--- src/rtl/core/hbn_pkg.sv ---
`default_nettype none
package hbn_pkg;

  localparam int NUM_BINS  = 64;
  localparam int BIN_WIDTH = 100;
  localparam int BIN_AW    = (NUM_BINS > 1) ? $clog2(NUM_BINS) : 1;

  localparam int VALUE_W   = 16;
  localparam int COUNT_W   = 16;
  localparam int SCALE_W   = 8;
  localparam int INDEX_W   = 6;

  // Shared divider: dividend holds count*full_scale, divisor holds a count.
  localparam int DVD_W     = COUNT_W + SCALE_W;
  localparam int DIV_CNT_W = $clog2(DVD_W);

  // Binning by reciprocal multiply: (v * RECIP_M) >> RECIP_SH equals
  // floor(v / BIN_WIDTH) for every VALUE_W-bit v.
  localparam int RECIP_SH  = VALUE_W + $clog2(BIN_WIDTH);
  localparam int RECIP_W   = VALUE_W + 1;
  localparam int PROD_W    = VALUE_W + RECIP_W;
  localparam logic [RECIP_W-1:0] RECIP_M =
    RECIP_W'(((64'd1 << RECIP_SH) + 64'(BIN_WIDTH) - 64'd1) / 64'(BIN_WIDTH));

  localparam logic [SCALE_W-1:0] FULL_SCALE_RESET = SCALE_W'(60);
  localparam logic [COUNT_W-1:0] COUNT_MAX        = '1;

  localparam logic OP_SAMPLE = 1'b0;
  localparam logic OP_FINISH = 1'b1;

  typedef struct packed {
    logic               operation;
    logic [VALUE_W-1:0] sample_value;
  } in_t;

  typedef struct packed {
    logic [INDEX_W-1:0] bin_index;
    logic [COUNT_W-1:0] bin_count;
    logic [SCALE_W-1:0] bar_length;
    logic               last_bin;
  } out_t;

endpackage
`default_nettype wire

--- src/rtl/core/hbn_ram.sv ---
`default_nettype none
module hbn_ram #(
  parameter int WIDTH = 16,
  parameter int DEPTH = 64
) (
  input  wire logic                     clk,
  input  wire logic                     wr_en,
  input  wire logic [$clog2(DEPTH)-1:0] wr_addr,
  input  wire logic [WIDTH-1:0]         wr_data,
  input  wire logic [$clog2(DEPTH)-1:0] rd_addr,
  output logic      [WIDTH-1:0]         rd_data
);

  logic [WIDTH-1:0] mem_r [DEPTH];

  always_ff @(posedge clk) begin
    if (wr_en) begin
      mem_r[wr_addr] <= wr_data;
    end
    rd_data <= mem_r[rd_addr];
  end

endmodule
`default_nettype wire

--- src/rtl/core/histogram_bin_and_normalize_top.sv ---
`default_nettype none
// Channel  | Ports                          | Payload
// ---------+--------------------------------+-------------------------------
// input    | in_valid, in_ready, in_data    | hbn_pkg::in_t  (op, sample)
// result   | out_valid, out_ready, out_data | hbn_pkg::out_t (bin, count, bar)
// config   | cfg_valid, cfg_ready, cfg_data | full_scale, 8 bits
//
// A sample transaction: the bin comes from a reciprocal multiply in the shared
// multiplier as the sample is taken, then the bin counter is read and written
// back; a sample past the top bin is dropped with no write.
// A finish transaction walks every bin and can stall on the output register:
// each bin is read, scaled by full_scale in the shared multiplier,
// then divided by the peak in the restoring divider, one quotient bit a cycle.
// With a zero peak the divide is skipped.
// Reset (rst_n low, synchronous) clears all bin valid bits, so counters read
// zero at once; no clearing pass is needed. full_scale returns to 60.
module histogram_bin_and_normalize_top (
  input  wire logic                        clk,
  input  wire logic                        rst_n,
  input  wire logic                        in_valid,
  output logic                             in_ready,
  input  wire hbn_pkg::in_t                in_data,
  output logic                             out_valid,
  input  wire logic                        out_ready,
  output hbn_pkg::out_t                    out_data,
  input  wire logic                        cfg_valid,
  output logic                             cfg_ready,
  input  wire logic [hbn_pkg::SCALE_W-1:0] cfg_data
);

  typedef enum logic [6:0] {
    ST_IDLE = 7'b0000001,  // wait for a transaction
    ST_DIV  = 7'b0000010,  // divider iterating
    ST_LOOK = 7'b0000100,  // issue counter read for a sample
    ST_UPD  = 7'b0001000,  // increment and write back
    ST_FRD  = 7'b0010000,  // issue counter read for a finish bin
    ST_FMUL = 7'b0100000,  // scale count by full_scale
    ST_EMIT = 7'b1000000   // hand the bin result to the output register
  } state_t;

  state_t state_r, state_nxt;

  logic [hbn_pkg::SCALE_W-1:0]   full_scale_r;
  logic [hbn_pkg::COUNT_W-1:0]   peak_r, peak_nxt;
  logic [hbn_pkg::NUM_BINS-1:0]  vld_r, vld_nxt;
  logic [hbn_pkg::BIN_AW-1:0]    bin_cnt_r, bin_cnt_nxt;
  logic [hbn_pkg::BIN_AW-1:0]    rd_addr_r, rd_addr_nxt;
  logic [hbn_pkg::COUNT_W-1:0]   cnt_r, cnt_nxt;

  // Shared restoring divider: dvd_r shifts out dividend and in quotient bits.
  logic [hbn_pkg::DVD_W-1:0]     dvd_r, dvd_nxt;
  logic [hbn_pkg::COUNT_W-1:0]   rem_r, rem_nxt;
  logic [hbn_pkg::COUNT_W-1:0]   dsr_r, dsr_nxt;
  logic [hbn_pkg::DIV_CNT_W-1:0] step_r, step_nxt;
  logic [hbn_pkg::COUNT_W:0]     trial;
  logic                          trial_ge;
  logic [hbn_pkg::COUNT_W:0]     trial_sub;

  // Shared multiplier: sample times reciprocal when idle, count times scale otherwise.
  logic [hbn_pkg::VALUE_W-1:0]   mul_a;
  logic [hbn_pkg::RECIP_W-1:0]   mul_b;
  logic [hbn_pkg::PROD_W-1:0]    mul_p;

  logic                          out_valid_r, out_valid_nxt;
  hbn_pkg::out_t                 out_data_r, out_data_nxt;

  logic                          ram_we;
  logic [hbn_pkg::BIN_AW-1:0]    ram_raddr;
  logic [hbn_pkg::COUNT_W-1:0]   ram_wdata;
  logic [hbn_pkg::COUNT_W-1:0]   ram_rdata;
  logic [hbn_pkg::COUNT_W-1:0]   rd_count;
  logic [hbn_pkg::COUNT_W-1:0]   inc_count;
  logic                          slot_free;
  logic                          last_bin;

  hbn_ram #(
    .WIDTH (hbn_pkg::COUNT_W),
    .DEPTH (hbn_pkg::NUM_BINS)
  ) u_bins (
    .clk     (clk),
    .wr_en   (ram_we),
    .wr_addr (rd_addr_r),
    .wr_data (ram_wdata),
    .rd_addr (ram_raddr),
    .rd_data (ram_rdata)
  );

  assign in_ready  = (state_r == ST_IDLE);
  assign cfg_ready = 1'b1;
  assign out_valid = out_valid_r;
  assign out_data  = out_data_r;

  // A bin never written since the last clear reads as zero.
  assign rd_count  = vld_r[rd_addr_r] ? ram_rdata : '0;
  assign inc_count = (rd_count == hbn_pkg::COUNT_MAX) ? rd_count : rd_count + 1'b1;
  assign ram_wdata = inc_count;
  assign ram_we    = (state_r == ST_UPD);
  assign ram_raddr = (state_r == ST_LOOK) ? dvd_r[hbn_pkg::BIN_AW-1:0] : bin_cnt_r;

  assign trial     = {rem_r, dvd_r[hbn_pkg::DVD_W-1]};
  assign trial_ge  = (trial >= {1'b0, dsr_r});
  assign trial_sub = trial - {1'b0, dsr_r};

  assign mul_a = (state_r == ST_IDLE) ? in_data.sample_value : rd_count;
  assign mul_b = (state_r == ST_IDLE) ? hbn_pkg::RECIP_M
                                      : hbn_pkg::RECIP_W'(full_scale_r);
  assign mul_p = hbn_pkg::PROD_W'(mul_a) * hbn_pkg::PROD_W'(mul_b);

  assign slot_free = !out_valid_r || out_ready;
  assign last_bin  = (bin_cnt_r == hbn_pkg::BIN_AW'(hbn_pkg::NUM_BINS - 1));

  always_comb begin
    state_nxt     = state_r;
    peak_nxt      = peak_r;
    vld_nxt       = vld_r;
    bin_cnt_nxt   = bin_cnt_r;
    rd_addr_nxt   = rd_addr_r;
    cnt_nxt       = cnt_r;
    dvd_nxt       = dvd_r;
    rem_nxt       = rem_r;
    dsr_nxt       = dsr_r;
    step_nxt      = step_r;
    out_data_nxt  = out_data_r;
    out_valid_nxt = out_valid_r && !out_ready;

    case (state_r)
      ST_IDLE: begin
        if (in_valid) begin
          if (in_data.operation == hbn_pkg::OP_FINISH) begin
            bin_cnt_nxt = '0;
            state_nxt   = ST_FRD;
          end else begin
            // Take the bin number straight from the reciprocal product.
            dvd_nxt   = hbn_pkg::DVD_W'(mul_p[hbn_pkg::PROD_W-1:hbn_pkg::RECIP_SH]);
            state_nxt = ST_LOOK;
          end
        end
      end
      ST_DIV: begin
        dvd_nxt  = {dvd_r[hbn_pkg::DVD_W-2:0], trial_ge};
        rem_nxt  = trial_ge ? trial_sub[hbn_pkg::COUNT_W-1:0] : trial[hbn_pkg::COUNT_W-1:0];
        step_nxt = step_r + 1'b1;
        if (step_r == hbn_pkg::DIV_CNT_W'(hbn_pkg::DVD_W - 1)) begin
          state_nxt = ST_EMIT;
        end
      end
      ST_LOOK: begin
        // Drop samples past the last bin.
        if (dvd_r < hbn_pkg::DVD_W'(hbn_pkg::NUM_BINS)) begin
          rd_addr_nxt = dvd_r[hbn_pkg::BIN_AW-1:0];
          state_nxt   = ST_UPD;
        end else begin
          state_nxt = ST_IDLE;
        end
      end
      ST_UPD: begin
        vld_nxt[rd_addr_r] = 1'b1;
        if (inc_count > peak_r) begin
          peak_nxt = inc_count;
        end
        state_nxt = ST_IDLE;
      end
      ST_FRD: begin
        rd_addr_nxt = bin_cnt_r;
        state_nxt   = ST_FMUL;
      end
      ST_FMUL: begin
        cnt_nxt = rd_count;
        if (peak_r == '0) begin
          dvd_nxt   = '0;
          state_nxt = ST_EMIT;
        end else begin
          dvd_nxt   = mul_p[hbn_pkg::DVD_W-1:0];
          rem_nxt   = '0;
          dsr_nxt   = peak_r;
          step_nxt  = '0;
          state_nxt = ST_DIV;
        end
      end
      ST_EMIT: begin
        // Hold until the output register is free.
        if (slot_free) begin
          out_valid_nxt           = 1'b1;
          out_data_nxt.bin_index  = hbn_pkg::INDEX_W'(bin_cnt_r);
          out_data_nxt.bin_count  = cnt_r;
          out_data_nxt.bar_length = dvd_r[hbn_pkg::SCALE_W-1:0];
          out_data_nxt.last_bin   = last_bin;
          if (last_bin) begin
            vld_nxt   = '0;
            peak_nxt  = '0;
            state_nxt = ST_IDLE;
          end else begin
            bin_cnt_nxt = bin_cnt_r + 1'b1;
            state_nxt   = ST_FRD;
          end
        end
      end
      default: begin
        state_nxt = ST_IDLE;
      end
    endcase
  end

  always_ff @(posedge clk) begin
    if (!rst_n) begin
      state_r      <= ST_IDLE;
      full_scale_r <= hbn_pkg::FULL_SCALE_RESET;
      peak_r       <= '0;
      vld_r        <= '0;
      out_valid_r  <= 1'b0;
    end else begin
      state_r     <= state_nxt;
      peak_r      <= peak_nxt;
      vld_r       <= vld_nxt;
      out_valid_r <= out_valid_nxt;
      if (cfg_valid) begin
        full_scale_r <= cfg_data;
      end
    end
  end

  always_ff @(posedge clk) begin
    bin_cnt_r  <= bin_cnt_nxt;
    rd_addr_r  <= rd_addr_nxt;
    cnt_r      <= cnt_nxt;
    dvd_r      <= dvd_nxt;
    rem_r      <= rem_nxt;
    dsr_r      <= dsr_nxt;
    step_r     <= step_nxt;
    out_data_r <= out_data_nxt;
  end

endmodule
`default_nettype wire

--- config.mk ---
export PLATFORM = sky130hd
export DESIGN_NAME = histogram_bin_and_normalize_top
export DESIGN_NICKNAME = d
export VERILOG_FILES = /design/src/rtl/core/hbn_pkg.sv /design/src/rtl/core/hbn_ram.sv /design/src/rtl/core/histogram_bin_and_normalize_top.sv
export SDC_FILE = /design/constraint.sdc
export NUM_CORES = 2
export LEC_CHECK = 0
export BUFFER_PORTS_ARGS = -buffer_cell sky130_fd_sc_hd__buf_2
export CAP_MARGIN = 10
export CORE_ASPECT_RATIO = 0.9
export CORE_MARGIN = 1
export CORE_UTILIZATION = 30
export DETAILED_ROUTE_END_ITERATION = 12
export RECOVER_POWER = 50
export SYNTH_ARGS = -nofsm -noshare
export SYNTH_HDL_FRONTEND = slang
export SYNTH_SLANG_ARGS = --single-unit
--- constraint.sdc ---
create_clock -name clk -period 15 [get_ports clk]
set_clock_uncertainty 0.2 [all_clocks]
set_input_delay 2.25 -clock clk [delete_from_list [all_inputs] [get_ports clk]]
set_output_delay 2.25 -clock clk [all_outputs]
set_load 0.01 [all_outputs]
==> impl_metrics.csv <==
group,metric,value,unit
status,status,"finished with violations",
status,violations,"capacitance limit, slew limit",
global_routing,antenna_found_initial,8,
global_routing,grt_pass1_vias,35638,
synth,synth_warnings,0,
sta,finalHoldViolations,0,
layout,multi_input_area,18800,um2
sta,rsz0062_at_grt,"no",
sta,clock.fmax,94.4,MHz
detailed_routing,drtPass1Iterations,6,
synth,synth_seq_area_share,0.639,
clock_tree,post_cts_buffers,0,
synth,synth_nets,4875,
place,dp_hpwl,96500,um
layout,final_nets,4961,
synth,synth_top_area_cell,"edfxtp_1",
synth,synthFlopType,"edfxtp_1",
sta,finalSetupViolations,0,
global_routing,gr-total-overflow,0,
floorplan,design.core.area,189000,um2
synth,syn_area,57300,um2
power_and_ir_drop,total_leakage_power,23.3,nW
sta,fin_crit,10590,ps
synth,synth_top_area_frac,0.600,
floorplan,initial_core_util,0.303,
clock_tree,cts_hold_buffers,0,
synth,netlist-cell-type-count,73,
clock_tree,clock_latency,760,ps
detailed_routing,wl,157000,um
detailed_routing,routedWlPerCell,21.7,um
layout,fillers,18502,
detailed_routing,vias,36994,
detailed_routing,drtAntennaViolNets,0,
job,cap_violations,9,
hold_path,whs_endpoint,"out_data[12]",
hold_path,min_path_type,"reg2reg",
clock_tree,path_clk_slew,60,ps
synth,avgSynthCellArea,12.6,um2
sta,max-slew-margin-rel,-0.743,
worst_setup_path,crit_arrival,10880,ps
clock_tree,clock_sinks,1256,
floorplan,dieArea,193000,um2
layout,regArea,36600,um2
global_routing,globalRouteMet3Util,0.0269,
worst_setup_path,crit_fanout,43,
clock_tree,cts_resized,0,
sta,finalHoldWorstSlack,217,ps
global_routing,grt_max_degree,160,
worst_setup_path,critPathLaunchType,"flop",
place,finalWeightedCongestion,0.927,
global_routing,grt_use_met1,0.229,
layout,drive_above_1_share,0.0688,
clock_tree,cts_buffers,133,
clock_tree,root_buffer,"clkbuf_16",
layout,synthToLayoutAreaGrowth,13.2,%
floorplan,rows,151,
sta,finalMaxSlewViolations,269,
floorplan,fp.dieW,463,um
detailed_routing,vias_per_cell,5.10,
power_and_ir_drop,peakVddDrop,334,uV
clock_tree,h-tree-depth,4,
synth,synth_edf_count,1144,
sta,fin_ws,4410,ps
worst_setup_path,cp_slowest_stage_delay,1530,ps
detailed_routing,drt_first_iter_violations,4127,
synth,async_flop_share,0,
global_routing,grt_use_met2,0.244,
layout,post-route-util,0.343,
synth,synth_cells,4535,
worst_setup_path,timing.rr.start,"rd_addr_r[1]",
place,portBuffers,62,
floorplan,die_h,417,um
hold_path,hold_depth,0,
place,pre_cts_slack,5640,ps
hold_path,min-delay-start,"cnt_r[3]",
detailed_routing,drc_errors,0,
worst_setup_path,path_class,"reg2reg",
clock_tree,cts_tree,"built",
global_routing,grt_pass1_wl,234000,um
floorplan,io_pins,64,
worst_setup_path,ff2ff_path_depth,29,
worst_setup_path,endpoint_kind,"flop",
synth,synth_seq_cells,1256,
global_routing,grt_use_total,0.160,
clock_tree,clk_path_buf_depth,3,
sta,post-route-period-util,0.706,
worst_setup_path,rr_endpoint,"dvd_r[8]",
worst_setup_path,slowest_stage,"clkbuf_1",
sta,worst_pin_slew,2620,ps
global_routing,grt_busiest_layer,"met2",
worst_setup_path,reg2reg_slack,4410,ps
synth,synthTopCellsByArea,"edfxtp_1 60%, nand2_1 5.9%, fa_1 5.1%",
sta,finalSetupTns,0,ps
power_and_ir_drop,power_density,177,nW/um2
worst_setup_path,worstPathRequired,15280,ps
==> critical path, delay by kind of cell (launching register included) <==
kind            cells  cell delay (ps)
fa+ha+maj           7             3440
buf+inv             7             2100
compound gates      9             2060
flops               1             1160
simple gates        3              670
mux                 2              460
xor+xnor            1              170
==> cell families after synthesis <==
group / share of synthesized area
AOI/OAI and AO/OA: 0.0741
xor gates and xnor gates: 0.00749
adders and majority gates: 0.0867
buffers and inverters: 0.0353
DFF: 0.639
muxes: 0.0333
other: 0.0000655
and+or+nand+nor: 0.124
==> cell type report <==
| cell class | instances | area share |
|---|---|---|
| clock inverters | 61 | 0.00920 |
| multi-input cells | 2775 | 0.290 |
| diodes | 1 | 0.0000386 |
| repair buffers | 184 | 0.0156 |
| well taps | 2524 | 0.0487 |
| flip-flops and latches | 1256 | 0.564 |
| inverters | 271 | 0.0157 |
| clock buffers | 180 | 0.0568 |
==> where the power goes <==
group | total (mW) | switching [mW] | internal, mW | leakage (nW)
logic | 4.32 | 2.60 | 1.72 | 9.63
registers | 3.92 | 0.0670 | 3.85 | 11.6
clock network | 3.25 | 1.37 | 1.88 | 2.07
==> synthesized netlist by cell type, drive strengths merged, types with 12 or more instances <==
master	number
xor2	21
mux2i	159
nand4	24
nor2	232
a32oi	131
a31oi	145
inv	271
nand3b	14
dfxtp	112
nor3	23
ha	165
nand2	895
nor4	20
fa	145
o21ai	99
and2	34
edfxtp	1144
mux2	12
a22o	17
a21oi	136
nor2b	13
clkbuf	123
a21o	19
xnor2	28
and4	65
nand3	232
buf	110
==> registers in the layout, indices dropped and copies added, names as in the netlist <==
register,cells
bin_cnt_r,6
cnt_r,16
dsr_r,16
dvd_r,24
full_scale_r,8
out_data,31
out_valid,1
peak_r,16
rd_addr_r,6
rem_r,16
state_r,7
step_r,5
u_bins.mem_r,1024
u_bins.rd_data,16
vld_r,64
==> metrics by stage <==
step	power, mW	std cells	area [um2]
after floorplan	7.14	4535	57300
after global placement	8.26	7009	60900
after detailed placement	8.27	7009	60900
after CTS	11.5	7250	65100
after global routing	12.2	7251	64900
final	11.5	7252	64900
==> how the worst max path moves through the flow <==
stage / from / end / slack (ps)
after floorplan: in_data[7] / dvd_r[8] / 6970
after global placement: rd_addr_r[0] / dvd_r[8] / 5720
after detailed placement: rd_addr_r[1] / dvd_r[8] / 5640
after CTS: rd_addr_r[0] / dvd_r[8] / 5620
after global routing: rd_addr_r[1] / dvd_r[8] / 3860
final: rd_addr_r[1] / dvd_r[8] / 4410
==> layer usage <==
| layer | wire (um) | vias to the layer above |
|---|---|---|
| met4 | 4040 | 2 |
| met3 | 12300 | 226 |
| met5 | 9 | - |
| met2 | 70900 | 1441 |
| li1 | - | 16696 |
| met1 | 70200 | 18629 |
==> placed cells by master, fill, tap and decap left out, drive strengths merged, types with 14 or more instances in the layout <==
master and instances:
edfxtp 1144, nand2 895, clkbuf 278, inv 277
nand3 232, nor2 232, ha 165, mux2i 159
fa 145, a31oi 145, a21oi 136, a32oi 131
dfxtp 112, o21ai 99, buf 86, and4 65
clkinv 41, and2 34, xnor2 28, nand4 24
nor3 23, xor2 21, nor4 20, a21o 19
a22o 17, nand3b 14
No activity file was read; power rests on OpenSTA's default activity.
